$ cat src/rtl/core/int4_dq_pkg.sv
// Package with shared types and constants for the int4 dequantizer.
package int4_dq_pkg;
    localparam logic [31:0] QNAN_BITS = 32'h7FC0_0000;
    localparam logic [7:0]  EXP_INF   = 8'hFF;
    localparam logic [4:0]  HEXP_MAX  = 5'h1F;

    typedef struct packed {
        logic        sign;
        logic        is_inf;
        logic        dzero;
        logic [3:0]  dmag;
        logic [10:0] sig;
        logic [4:0]  eff;
    } t_s1;

    typedef struct packed {
        logic        sign;
        logic        is_inf;
        logic        dzero;
        logic [14:0] m;
        logic [4:0]  eff;
    } t_s2;
endpackage

$ cat src/rtl/core/int4_dq_decode.sv
// Stage one: nibble extraction, difference and half-precision field decode.
module int4_dq_decode import int4_dq_pkg::*; (
    input  logic        i_clk,
    input  logic        i_rst_n,
    input  logic        i_valid,
    input  logic [31:0] i_weight_word,
    input  logic [31:0] i_zero_word,
    input  logic [15:0] i_scale_half,
    input  logic [2:0]  i_nibble_select,
    output logic        o_valid,
    output t_s1         o_data
);
    logic [3:0] wn, zn;
    logic       dneg;
    logic [4:0] hexp;
    t_s1        n_data, r_data;
    logic       r_valid;

    always_comb begin
        wn   = i_weight_word[{i_nibble_select, 2'b00} +: 4];
        zn   = i_zero_word[{i_nibble_select, 2'b00} +: 4];
        dneg = wn < zn;
        hexp = i_scale_half[14:10];
        n_data.sign   = dneg ^ i_scale_half[15];
        n_data.dmag   = dneg ? (zn - wn) : (wn - zn);
        n_data.dzero  = (wn == zn);
        n_data.is_inf = (hexp == HEXP_MAX);
        n_data.sig    = {(hexp != 5'd0), i_scale_half[9:0]};
        n_data.eff    = (hexp != 5'd0) ? hexp : 5'd1;
    end

    always_ff @(posedge i_clk) begin
        if (!i_rst_n) r_valid <= 1'b0;
        else r_valid <= i_valid;
        r_data <= n_data;
    end

    assign o_valid = r_valid;
    assign o_data  = r_data;
endmodule

$ cat src/rtl/core/int4_dq_mul.sv
// Stage two: integer product of difference magnitude and scale significand.
module int4_dq_mul import int4_dq_pkg::*; (
    input  logic i_clk,
    input  logic i_rst_n,
    input  logic i_valid,
    input  t_s1  i_data,
    output logic o_valid,
    output t_s2  o_data
);
    t_s2  r_data;
    logic r_valid;

    always_ff @(posedge i_clk) begin
        if (!i_rst_n) r_valid <= 1'b0;
        else r_valid <= i_valid;
        r_data.sign   <= i_data.sign;
        r_data.is_inf <= i_data.is_inf;
        r_data.dzero  <= i_data.dzero;
        r_data.eff    <= i_data.eff;
        r_data.m      <= {11'd0, i_data.dmag} * {4'd0, i_data.sig};
    end

    assign o_valid = r_valid;
    assign o_data  = r_data;
endmodule

$ cat src/rtl/core/int4_dq_pack.sv
// Stage three: leading-one detection, normalization and single-precision packing.
module int4_dq_pack import int4_dq_pkg::*; (
    input  logic        i_clk,
    input  logic        i_rst_n,
    input  logic        i_valid,
    input  t_s2         i_data,
    output logic        o_valid,
    output logic [31:0] o_result
);
    logic [3:0]  p;
    logic [7:0]  bexp;
    logic [22:0] frac;
    logic [37:0] sh;
    logic [31:0] n_result, r_result;
    logic        r_valid;

    always_comb begin
        p = 4'd0;
        for (int i = 0; i < 15; i++) begin
            if (i_data.m[i]) p = 4'(i);
        end
        bexp = 8'(8'd102 + {4'd0, p} + {3'd0, i_data.eff});
        sh   = {23'd0, i_data.m} << (5'd23 - {1'b0, p});
        frac = sh[22:0];
        if (i_data.is_inf) begin
            n_result = i_data.dzero ? QNAN_BITS : {i_data.sign, EXP_INF, 23'd0};
        end else if (i_data.m == 15'd0) begin
            n_result = {i_data.sign, 31'd0};
        end else begin
            n_result = {i_data.sign, bexp, frac};
        end
    end

    always_ff @(posedge i_clk) begin
        if (!i_rst_n) r_valid <= 1'b0;
        else r_valid <= i_valid;
        r_result <= n_result;
    end

    assign o_valid  = r_valid;
    assign o_result = r_result;
endmodule

$ cat src/rtl/core/int4_awq_dequantizer.sv
// Top level of the int4 AWQ dequantizer: three-stage pipeline.
// An accepted start passes through the decode, multiply and pack registers in turn before the o_done strobe.
// Throughput: one transaction per cycle; busy is always low.
// The receiver cannot stall; each result is shown for exactly one cycle.
// Synchronous active-low reset clears the valid bits of all stages.
module int4_awq_dequantizer import int4_dq_pkg::*; (
    input  logic        i_clk,
    input  logic        i_rst_n,
    input  logic        start,
    output logic        busy,
    input  logic [31:0] i_weight_word,
    input  logic [31:0] i_zero_word,
    input  logic [15:0] i_scale_half,
    input  logic [2:0]  i_nibble_select,
    output logic        o_done,
    output logic [31:0] o_weight_single
);
    logic v1, v2;
    t_s1  d1;
    t_s2  d2;

    assign busy = 1'b0;

    int4_dq_decode u_dec (
        .i_clk, .i_rst_n, .i_valid(start && !busy),
        .i_weight_word, .i_zero_word, .i_scale_half, .i_nibble_select,
        .o_valid(v1), .o_data(d1)
    );

    int4_dq_mul u_mul (
        .i_clk, .i_rst_n, .i_valid(v1), .i_data(d1), .o_valid(v2), .o_data(d2)
    );

    int4_dq_pack u_pack (
        .i_clk, .i_rst_n, .i_valid(v2), .i_data(d2),
        .o_valid(o_done), .o_result(o_weight_single)
    );

    a_lat: assert property (@(posedge i_clk) disable iff (!i_rst_n)
        start |=> ##2 o_done) else $error("result strobe missing");
    a_nan: assert property (@(posedge i_clk) disable iff (!i_rst_n)
        (v2 && d2.is_inf && d2.dzero) |=> (o_weight_single == QNAN_BITS))
        else $error("zero times infinity not NaN");
    a_zero: assert property (@(posedge i_clk) disable iff (!i_rst_n)
        (v2 && !d2.is_inf && d2.m == 15'd0) |=> (o_weight_single[30:0] == 31'd0))
        else $error("zero product not zero");
endmodule
$ cat config.mk
export PLATFORM = sky130hd
export DESIGN_NAME = int4_awq_dequantizer
export DESIGN_NICKNAME = d
export VERILOG_FILES = /design/src/rtl/core/int4_dq_pkg.sv /design/src/rtl/core/int4_dq_decode.sv /design/src/rtl/core/int4_dq_mul.sv /design/src/rtl/core/int4_dq_pack.sv /design/src/rtl/core/int4_awq_dequantizer.sv
export SDC_FILE = /design/constraint.sdc
export NUM_CORES = 1
export LEC_CHECK = 0
export BUFFER_PORTS_ARGS = -buffer_cell sky130_fd_sc_hd__buf_2
export CAP_MARGIN = 20
export CORE_UTILIZATION = 55
export CTS_CLUSTER_DIAMETER = 40
export DETAILED_ROUTE_END_ITERATION = 12
export PLACE_DENSITY = 0.79
export SLEW_MARGIN = 20
export SYNTH_ARGS = -nofsm -noshare
export SYNTH_HDL_FRONTEND = slang
export SYNTH_SLANG_ARGS = --single-unit
$ cat constraint.sdc
create_clock -name i_clk -period 6.6 [get_ports i_clk]
set_input_delay 0.66 -clock i_clk [delete_from_list [all_inputs] [get_ports i_clk]]
set_output_delay 0.66 -clock i_clk [all_outputs]
set_load 0.1 [all_outputs]
=== Word level (Yosys, flattened, before mapping) ===
Index checks and enable logic that the tools add are counted.

* Register bits after elaboration: 81
* Bits of input ports: 86
* Output and inout bits: 34
* Logic and storage cells: 48

* $add $sub $neg: 5
* Multiply operators: 1
* Magnitude comparators: 1
* Equal/unequal tests: 2
* Shift-type cells: 3
* Multiplexer cells: 18
* Bitwise gates (word level): 1
* Reduce and logical (&&, ||, !) cells: 2

{| class="wikitable"
|+ Operators with widths
! kind !! number
|-
| 2-to-1 mux 32 bit || 2
|-
| variable part select 32 x 6 -> 4 bit || 2
|-
| 2-to-1 mux 4 bit || 8
|-
| 2-to-1 mux 31 bit || 1
|-
| << shifter 15 x 5 -> 23 bit || 1
|-
| zero test 15 bit || 1
|-
| multiplier 4 x 11 -> 15 bit || 1
|-
| 2-to-1 mux 3 bit || 4
|-
| adder 7 x 4 -> 8 bit, first input constant || 1
|-
| adder 8 x 5 -> 8 bit || 1
|-
| subtractor 4 bit || 2
|-
| equality test 5 bit, second input constant || 1
|-
| nonzero test 5 bit || 1
|-
| subtractor 5 x 4 -> 5 bit, first input constant || 1
|-
| equality test 4 bit || 1
|-
| less-than comparator 4 bit || 1
|-
| 2-to-1 mux 2 bit || 2
|-
| 2-to-1 mux 1 bit || 1
|-
| XOR 1 bit || 1
|}

=== Logic depth before layout (Yosys ltp) ===
Gate-level depths: netlist of run 1.

* Word-level depth: 18
* Gate-level depth with buffers: 15
* Gate-level depth less buffers: 13

=== Modules after synthesis ===
From an unflattened synthesis of run 1, not the netlist that was laid out.

* Cells, all modules: 561
* Area, all modules: 5366.4 sq um

{| class="wikitable"
|+ By module, submodules not included
! module !! times used !! cells each !! area an instance (sq um) !! seq. area each (sq um)
|-
| int4_dq_pack || 1 || 237 || 2073.2 || 660.6
|-
| int4_dq_mul || 1 || 220 || 1943.1 || 480.5
|-
| int4_dq_decode || 1 || 102 || 1338.8 || 480.5
|-
| int4_awq_dequantizer || 1 || 2 || 11.3 || 0.0
|}

=== Least setup slack after synthesis of run 1 ===
Ideal clock, no wire load.

* Path type: input-to-reg
* From: in i_nibble_select[0]
* To: reg u_dec.r_data, in the netlist u_dec.o_data[18]
* Setup time: 72 ps
* Arrival: 3547 ps
* Required time: 6528 ps
* Path slack: 2981 ps
* Stages on the path: 12
* Path buffers: 3
* Cells stage by stage: clkbuf_1 > buf_2 > mux4_2 > mux2i_1 > inv_1 > fa_1 > nor2b_1 > o21ai_0 > nand2b_1 > clkbuf_1 > mux2i_1 > xor2_1

{| class="wikitable"
|+ RTL lines
! what !! line !! RTL
|-
| start, declared || int4_awq_dequantizer.sv:14 || <nowiki>input logic [2:0] i_nibble_select,</nowiki>
|-
| end signal, assigned || int4_dq_decode.sv:35 || <nowiki>r_data <= n_data;</nowiki>
|-
| end, declared || int4_dq_decode.sv:16 || <nowiki>t_s1 n_data, r_data;</nowiki>
|}

=== Worst setup path after layout of run 1 ===
* From: reg u_dec.r_data, in the netlist u_dec.o_data[19]
* To: reg u_mul.r_data, in the netlist u_mul.o_data[19]

* Cells in the longest elaborated chain, start to end: 1

{| class="wikitable"
|+ Ends and longest elaborated chain
! what !! line !! RTL
|-
| multiplier 4 x 11 -> 15 bit || int4_dq_mul.sv:20 || <nowiki>r_data.m <= {11'd0, i_data.dmag} * {4'd0, i_data.sig};</nowiki>
|-
| end, declared || int4_dq_mul.sv:10 || <nowiki>t_s2 r_data;</nowiki>
|}

No other way between the ends.
A chain may end at the register's enable or synchronous reset.

==> flow_metrics.env, run 1 <==
export IMPL_status="complete, no violations"
export IMPL_finalHoldViolCount=0
export IMPL_grt_max_degree=21
export IMPL_clkSlewWorstSetupHoldPaths_ps=80
export IMPL_final_common_cell="buf_2"
export IMPL_core_area_um2=8300
export IMPL_vias=3802
export IMPL_synth_seq_cells=81
export IMPL_syn_instance_count=484
export IMPL_synthMuxAreaShare_pct=11.2
export IMPL_postRouteAntennaNets=0
export IMPL_cts_buffers=9
export IMPL_cts_resized=0
export IMPL_synthSimpleGateAreaFrac_pct=12.6
export IMPL_first_iter_violations=88
export IMPL_dieArea_um2=9030
export IMPL_tns_ps=0
export IMPL_avgViaCountPerCell=5.36
export IMPL_netlist_area_um2=4760
export IMPL_synthXorXnorAreaFrac_pct=2.21
export IMPL_reg2reg_slack_ps=2960
export IMPL_wirelength_mm=9.05
export IMPL_cts_tree="yes"
export IMPL_fillerInstances=646
export IMPL_synth_compound_area_share_pct=16.0
export IMPL_antenna_found_initial=0
export IMPL_synth_edf_count=0
export IMPL_drc=0
export IMPL_relSlewSlack_pct=41.2
export IMPL_cts_setup_buffers=0
export IMPL_fmax_mhz=275
export IMPL_syn_to_final_growth_pct=18.5
export IMPL_fin_crit_ps=3640
export IMPL_drv_cap=0
export IMPL_hp_start="u_dec.o_data[21]"
export IMPL_io_pins=120
export IMPL_synth_adder_area_share_pct=18.0
export IMPL_grt_pass1_wl_mm=15.3
export IMPL_clkLatencyLatePin_ps=350
export IMPL_grt_pass1_vias=3621
export IMPL_antenna_cells=0
export IMPL_dpl_hpwl_mm=7.33
export IMPL_ys_types=61
export IMPL_initial_core_util_pct=57.3
export IMPL_cp_max_fo=11
export IMPL_cts_buffer_depth=2
export IMPL_whs_ps=331
export IMPL_firstDrtPassIters=5
export IMPL_seq_area_frac_synth_pct=34.1
export IMPL_die_w_um=95.0
export IMPL_r2r_start="u_dec.o_data[19]"
export IMPL_ys_flop_type="dfxtp_1"
export IMPL_min_path_type="reg -> reg"
export IMPL_fp_dieH_um=95.0
export IMPL_cts_hold_buf=0
export IMPL_slew_viol_final=0
export IMPL_crit_type="reg -> reg"
export IMPL_cp_startpoint="u_dec.o_data[19]"
export IMPL_syn_avg_cell_area_um2=9.83
export IMPL_period_share_pct=55.2
export IMPL_h_tree_depth=3
export IMPL_skew_ps=6.51
export IMPL_async_reset_ff_share_pct=0
export IMPL_start_kind="flip-flop"
export IMPL_critPathArrivalTime_ps=3880
export IMPL_port_buffers=118
export IMPL_tightest_slew_ps=875
export IMPL_gp_congestion=0.863
export IMPL_wl_per_cell_um=12.8
export IMPL_cts_sink_count=81
export IMPL_rsz0062_at_grt="false"
export IMPL_synth_top_family_by_area="adder cells"
export IMPL_rows=33
export IMPL_grt_ovfl_total=0
export IMPL_end_kind="flip-flop"
export IMPL_clockRootBuffer="clkbuf_8"
export IMPL_fin_nets=741
export IMPL_setup_viol_count_final=0
export IMPL_required_ps=6840
export IMPL_synth_warnings=0
export IMPL_layout_drive_gt1_share_pct=27.2
export IMPL_mostFrequentLayoutCells="buf_2 (118), dfxtp_1 (81), inv_1 (45)"
export IMPL_grt_usage_pct=21.5
## cell usage after synthesis, types with 3 or more instances
cell type / instances / area (um^2)
a211o_1: 3 / 26.3
a211oi_1: 4 / 30.0
a21o_1: 13 / 97.6
a21oi_1: 23 / 115
and2_1: 20 / 125
buf_2: 5 / 25.0
clkbuf_1: 15 / 56.3
dfxtp_1: 81 / 1620
fa_1: 21 / 420
ha_1: 35 / 438
inv_1: 45 / 169
mux2i_1: 12 / 120
mux4_2: 16 / 360
nand2_1: 43 / 161
nand2b_1: 8 / 50.1
nand3_1: 3 / 15.0
nor2_1: 29 / 109
nor2b_1: 4 / 25.0
nor3_1: 8 / 40.0
o211ai_1: 3 / 22.5
o21a_1: 10 / 75.1
o21ai_0: 15 / 75.1
o22ai_1: 4 / 25.0
or3_1: 3 / 18.8
xnor2_1: 5 / 43.8
xor2_1: 7 / 61.3
## cell type report
class | instances | area (um^2) | area share, %
Multi-Input combinational cell | 342 | 2900 | 51.4
Sequential cell | 81 | 1620 | 28.7
Timing Repair Buffer | 118 | 591 | 10.5
Inverter | 47 | 176 | 3.13
Tap cell | 105 | 131 | 2.33
Clock buffer | 9 | 124 | 2.20
Clock inverter | 7 | 98.8 | 1.75
## flip-flops by register name (all words and copies together) (netlist names)
name and flops:
u_dec.o_valid 1, u_dec.o_data 23, u_mul.o_data 23, u_mul.o_valid 1
u_pack.o_result 32, u_pack.o_valid 1
## worst max-delay path, cell delays in order, from the launching register on
cell and delay (ps):
dfxtp_1 540, nand2_1 130, fa_1 520, fa_1 540, inv_1 70, fa_1 470, a211oi_1 270, o21ai_0 180
a21oi_1 200, o21ai_0 130, a21oi_1 230, a21oi_1 110, xor2_1 140
## stage by stage
stage / instances / setup slack [ps] / cell area (um^2) / util (%)
floorplan: 493 / 2980 / 4790 / -
global placement: 693 / 3060 / 5420 / 65.3
detailed placement: 693 / 2980 / 5420 / 65.3
CTS: 709 / 2960 / 5640 / 68.0
global route: 709 / 2570 / 5640 / 68.0
finish: 709 / 2960 / 5640 / 68.0
## kinds of logic after synthesis
group                      Yosys count
xor gates and xnor gates            12
AOI/OAI and AO/OA                  106
adders and majority gates           56
muxes                               32
other                                1
buffers and inverters               70
DFF                                 81
and+or+nand+nor                    126
## layer usage
layer | vias to the layer above | routed length, um | global-route usage, %
li1 | 1898 | - | -
met1 | 1765 | 3730 | 25.1
met2 | 129 | 4710 | 39.0
met3 | 10 | 502 | 4.70
met4 | 0 | 108 | 7.07
met5 | - | 0 | 0
## final timing paths
kind,end,cells past startpoint
setup reg to reg,u_mul.o_data[19],12
setup / recovery,u_mul.o_data[19],12
hold / removal,u_mul.o_data[21],0
hold reg to reg,u_mul.o_data[21],0
Power of run 1 is not shown: default switching activity piles up to over one toggle a cycle in this logic, so the estimate is an artifact.
==> run 2, diff against run 1 <==
--- a/config.mk
+++ b/config.mk
@@ -7,10 +7,10 @@
 export LEC_CHECK = 0
 export BUFFER_PORTS_ARGS = -buffer_cell sky130_fd_sc_hd__buf_2
 export CAP_MARGIN = 20
-export CORE_UTILIZATION = 55
+export CORE_UTILIZATION = 49
 export CTS_CLUSTER_DIAMETER = 40
 export DETAILED_ROUTE_END_ITERATION = 12
-export PLACE_DENSITY = 0.79
+export PLACE_DENSITY = 0.74
 export SLEW_MARGIN = 20
 export SYNTH_ARGS = -nofsm -noshare
 export SYNTH_HDL_FRONTEND = slang
==> constraint.sdc (replaced) <==
create_clock -name i_clk -period 3.04 [get_ports i_clk]
set_input_delay 0.304 -clock i_clk [delete_from_list [all_inputs] [get_ports i_clk]]
set_output_delay 0.304 -clock i_clk [all_outputs]
set_load 0.1 [all_outputs]
==> flow_metrics.env, run 2 (synthesized netlist as in run 1, its figures left out) <==
export IMPL_instances_no_fill=770
export IMPL_antenna_found_initial=0
export IMPL_grt_ovfl_total=0
export IMPL_mostFrequentLayoutCells="buf_2 (118), dfxtp_1 (76), inv_1 (44)"
export IMPL_critPathMaxStageDelay_ps=530
export IMPL_crit_type="reg -> reg"
export IMPL_io_pins=120
export IMPL_end_kind="flip-flop"
export IMPL_relSlewSlack_pct=64.5
export IMPL_clkSlewWorstSetupHoldPaths_ps=90
export IMPL_gp_congestion=0.894
export IMPL_crit_chain="buf_12, nand2_4, fa_1, fa_1, inv_2, fa_2, a211oi_4, o21ai_2, a21oi_2, o21ai_1, a21oi_1, a21oi_1, xor2_1"
export IMPL_clkLatencyLatePin_ps=360
export IMPL_syn_to_final_growth_pct=28.2
export IMPL_postRouteAntennaNets=0
export IMPL_largest_register_ffs=32
export IMPL_path_buf_inv=2
export IMPL_grt_max_degree=17
export IMPL_cp_top_family="adder cells"
export IMPL_cts_tree="yes"
export IMPL_reg2reg_slack_ps=-10
export IMPL_wl_per_cell_um=13.0
export IMPL_cp_startpoint="u_dec.o_data[18]"
export IMPL_grt_pass1_wl_mm=15.9
export IMPL_final_common_cell="buf_2"
export IMPL_setup_viol_count_final=2
export IMPL_die_w_um=101
export IMPL_required_ps=3290
export IMPL_layout_drive_gt1_share_pct=34.9
export IMPL_drc=0
export IMPL_skew_ps=6.22
export IMPL_first_iter_violations=114
export IMPL_period_share_pct=100
export IMPL_critPathArrivalTime_ps=3300
export IMPL_wirelength_mm=10.0
export IMPL_cts_buffers=9
export IMPL_antenna_cells=0
export IMPL_grt_pass1_vias=3764
export IMPL_clockRootBuffer="clkbuf_8"
export IMPL_dp_cells=746
export IMPL_cp_depth=13
export IMPL_fp_dieH_um=101
export IMPL_ff2ff_path_depth=13
export IMPL_avgViaCountPerCell=5.11
export IMPL_dpl_hpwl_mm=7.91
export IMPL_core_area_um2=9330
export IMPL_grt_usage_pct=20.0
export IMPL_initial_core_util_pct=51.0
export IMPL_fin_crit_ps=3050
export IMPL_status="finished with violations"
export IMPL_cp_max_fo=6
export IMPL_min_path_type="in -> reg"
export IMPL_fin_nets=778
export IMPL_fmax_mhz=327
export IMPL_postLayoutSetupSlackWorst_ps=-14.5
export IMPL_finalHoldViolCount=0
export IMPL_setup_worst_path_end="u_mul.o_data[19]"
export IMPL_cts_sink_count=81
export IMPL_cp_slowest_cell="fa_1"
export IMPL_port_buffers=118
export IMPL_cts_buffer_depth=2
export IMPL_tightest_slew_ps=532
export IMPL_reg2reg_to="u_mul.o_data[19]"
export IMPL_vias=3935
export IMPL_cts_hold_buf=0
export IMPL_rsz0062_at_grt="true"
export IMPL_fillerInstances=744
export IMPL_slew_viol_final=0
export IMPL_drv_cap=0
export IMPL_violations="negative setup slack"
export IMPL_start_kind="flip-flop"
export IMPL_h_tree_depth=3
export IMPL_firstDrtPassIters=4
export IMPL_rows=35
export IMPL_dieArea_um2=10100
export IMPL_r2r_start="u_dec.o_data[18]"
run 2: cell types whose count changed in the layout (fill, tap and decap cells not counted), moves of 4 or more:
| cell | before | now |
|---|---|---|
| a21oi_1 | 23 | 19 |
| a21oi_2 | 0 | 4 |
| buf_4 | 0 | 36 |
| dfxtp_1 | 81 | 76 |
| dfxtp_2 | 0 | 5 |
| ha_1 | 35 | 31 |
| ha_4 | 0 | 4 |
| o21ai_0 | 15 | 11 |
run 2: per-stage QoR:
stage | util, % | instance area, um^2 | TNS, ps | setup WS (ps) | hold WS, ps
final | 65.4 | 6100 | -23.7 | -14.5 | 39.2
after global routing | 65.4 | 6100 | -423 | -188 | 23.7
after CTS | 64.3 | 5990 | -185 | -105 | 24.3
after detailed placement | 61.1 | 5700 | -538 | -194 | 312
after global placement | 61.1 | 5700 | -174 | -97.1 | 311
after floorplan | - | 4840 | -68.0 | -68.0 | 310
run 2: final cells by class:
type                       instances  area [um^2]  share of cell area [%]
multi-input combinational        342         3020                    49.5
sequential                        81         1630                    26.7
timing repair buffer             155          881                    14.4
clock buffer                       9          124                    2.03
inverter                          47          176                    2.89
clock inverter                     7          108                    1.76
tap                              129          161                    2.65
run 2: worst min path at each step:
| stage | startpoint | endpoint | cells past startpoint |
|---|---|---|---|
| 5_1_grt | i_scale_half[1] | u_dec.o_data[6] | 1 |
| 2_1_floorplan | u_dec.o_data[0] | u_mul.o_data[0] | 0 |
| 4_1_cts | i_scale_half[7] | u_dec.o_data[12] | 1 |
| 3_5_place_dp | u_dec.o_data[22] | u_mul.o_data[22] | 0 |
| 6_report | i_scale_half[2] | u_dec.o_data[7] | 1 |
| 3_3_place_gp | u_dec.o_data[21] | u_mul.o_data[21] | 0 |
run 2: per-layer routing:
metal	vias up	global-route usage [%]	share of wire [%]
met5	-	0	0
met4	0	8.14	2.4
met3	22	3.68	4.6
met2	135	37.8	53
met1	1812	22.0	40
li1	1966	-	-
run 2: worst reg2reg max path, stage by stage (launching register included):
cell and delay [ps]:
dfxtp_2 350, buf_12 110, nand2_4 50, fa_1 470, fa_1 530, inv_2 60
fa_2 370, a211oi_4 250, o21ai_2 110, a21oi_2 140, o21ai_1 80, a21oi_1 160
a21oi_1 110, xor2_1 150
run 2: timing repair:
item,in CTS,in global routing
pin swaps,11,11
setup endpoints to repair,4,5
resized for setup,11,12
buffers inserted,5,3
Power of run 2 is left out for the same reason.
==> run 3, diff against run 2 <==
--- a/config.mk
+++ b/config.mk
@@ -8,6 +8,7 @@
 export BUFFER_PORTS_ARGS = -buffer_cell sky130_fd_sc_hd__buf_2
 export CAP_MARGIN = 20
 export CORE_UTILIZATION = 49
+export CTS_BUF_LIST = sky130_fd_sc_hd__clkbuf_16
 export CTS_CLUSTER_DIAMETER = 40
 export DETAILED_ROUTE_END_ITERATION = 12
 export PLACE_DENSITY = 0.74
==> flow_metrics.env, run 3 (synthesized netlist as in run 1, its figures left out) <==
export IMPL_avgViaCountPerCell=5.09
export IMPL_relSlewSlack_pct=64.2
export IMPL_start_kind="flip-flop"
export IMPL_fin_nets=779
export IMPL_firstDrtPassIters=4
export IMPL_rows=35
export IMPL_instances_no_fill=771
export IMPL_rsz0062_at_grt="true"
export IMPL_cp_max_fo=6
export IMPL_fin_crit_ps=3120
export IMPL_cts_buffers=9
export IMPL_slew_viol_final=0
export IMPL_finalHoldViolCount=0
export IMPL_grt_ovfl_total=0
export IMPL_dp_cells=746
export IMPL_final_seq_area_um2=1630
export IMPL_postRouteAntennaNets=0
export IMPL_grt_usage_pct=20.4
export IMPL_reg2reg_to="u_mul.o_data[19]"
export IMPL_crit_type="reg -> reg"
export IMPL_grt_pass1_vias=3827
export IMPL_postLayoutSetupSlackWorst_ps=-82.0
export IMPL_wl_per_cell_um=13.2
export IMPL_crit_chain="buf_12, nand2_4, fa_1, fa_1, inv_2, fa_2, a211oi_2, o21ai_1, a21oi_2, o21ai_1, a21oi_1, a21oi_1, xor2_1"
export IMPL_syn_to_final_growth_pct=30.4
export IMPL_dpl_hpwl_mm=7.91
export IMPL_grt_max_degree=17
export IMPL_mostFrequentLayoutCells="buf_2 (118), dfxtp_1 (75), inv_1 (44)"
export IMPL_postLayoutCoreUtil_pct=66.5
export IMPL_drv_cap=0
export IMPL_period_share_pct=103
export IMPL_required_ps=3260
export IMPL_tightest_slew_ps=532
export IMPL_antenna_cells=0
export IMPL_grt_pass1_wl_mm=16.3
export IMPL_setup_worst_path_end="u_mul.o_data[19]"
export IMPL_reg2reg_slack_ps=-80
export IMPL_cp_startpoint="u_dec.o_data[18]"
export IMPL_io_pins=120
export IMPL_status="finished with violations"
export IMPL_final_common_cell="buf_2"
export IMPL_clockRootBuffer="clkbuf_16"
export IMPL_routed_wl_met2_mm=5.40
export IMPL_cts_hold_buf=0
export IMPL_r2r_start="u_dec.o_data[18]"
export IMPL_clkLatencyLatePin_ps=340
export IMPL_critPathMaxStageDelay_ps=530
export IMPL_largest_register_ffs=32
export IMPL_vias=3924
export IMPL_fp_dieH_um=101
export IMPL_drc=0
export IMPL_routed_wl_met3_um=468
export IMPL_critPathArrivalTime_ps=3340
export IMPL_cts_tree="yes"
export IMPL_h_tree_depth=3
export IMPL_antenna_found_initial=0
export IMPL_cp_slowest_cell="fa_1"
export IMPL_ff2ff_path_depth=13
export IMPL_cts_buffer_depth=2
export IMPL_min_path_type="in -> reg"
export IMPL_fmax_mhz=320
export IMPL_violations="negative setup slack"
export IMPL_setup_viol_count_final=3
export IMPL_top_layer="met4"
export IMPL_core_area_um2=9330
export IMPL_skew_ps=4.43
export IMPL_multi_input_area_um2=3010
export IMPL_wirelength_mm=10.2
export IMPL_wl_met1_mm=4.05
export IMPL_cts_sink_count=81
export IMPL_clkSlewWorstSetupHoldPaths_ps=60
export IMPL_dieArea_um2=10100
export IMPL_layout_drive_gt1_share_pct=35.2
export IMPL_gp_congestion=0.894
export IMPL_first_iter_violations=146
export IMPL_end_kind="flip-flop"
export IMPL_die_w_um=101
export IMPL_fillerInstances=721
export IMPL_port_buffers=118
export IMPL_initial_core_util_pct=51.0
-- run 3: per-layer routing --
layer  GRT usage [%]  up-vias
li1                -     1974
met1            22.4     1800
met2            38.3      127
met3            4.30       23
met4            8.14        0
met5               0        -
-- run 3: area by class of cell --
class                   instances  area share (%)
clock buffers                   9            3.63
well taps                     129            2.60
multi-input cells             342            48.5
flip-flops and latches         81            26.3
repair buffers                156            14.4
inverters                      47            2.84
clock inverters                 7            1.73
-- run 3: worst min path at each step --
stage / startpoint / end / depth (start not counted)
after CTS: i_scale_half[7] / u_dec.o_data[12] / 1
final: i_scale_half[2] / u_dec.o_data[7] / 1
after detailed placement: u_dec.o_data[22] / u_mul.o_data[22] / 0
after global placement: u_dec.o_data[21] / u_mul.o_data[21] / 0
after floorplan: u_dec.o_data[0] / u_mul.o_data[0] / 0
after global routing: i_scale_half[1] / u_dec.o_data[6] / 1
-- run 3: critical path, delay by kind of cell, from the launching register on --
kind / cells / cell delay [ps]
fa+ha+maj: 3 / 1350
xor+xnor: 1 / 150
buf+inv: 2 / 170
simple gates: 1 / 50
flops: 1 / 340
compound gates: 6 / 950
-- run 3: what timing repair did --
action / in CTS / in global routing
gates resized for setup: 10 / 16
setup endpoints to repair: 4 / 5
pin swaps: 11 / 8
setup buffers: 5 / 4
-- run 3: per-stage QoR --
stage | setup slack, ps | cell area [um^2] | TNS (ps) | hold WS [ps]
2_1_floorplan | -68.0 | 4840 | -68.0 | 310
3_3_place_gp | -97.1 | 5700 | -174 | 311
3_5_place_dp | -194 | 5700 | -538 | 312
4_1_cts | -104 | 6090 | -176 | 53.9
5_1_grt | -210 | 6200 | -621 | 50.9
6_report | -82.0 | 6200 | -96.4 | 64.2
Power of run 3 is left out for the same reason.
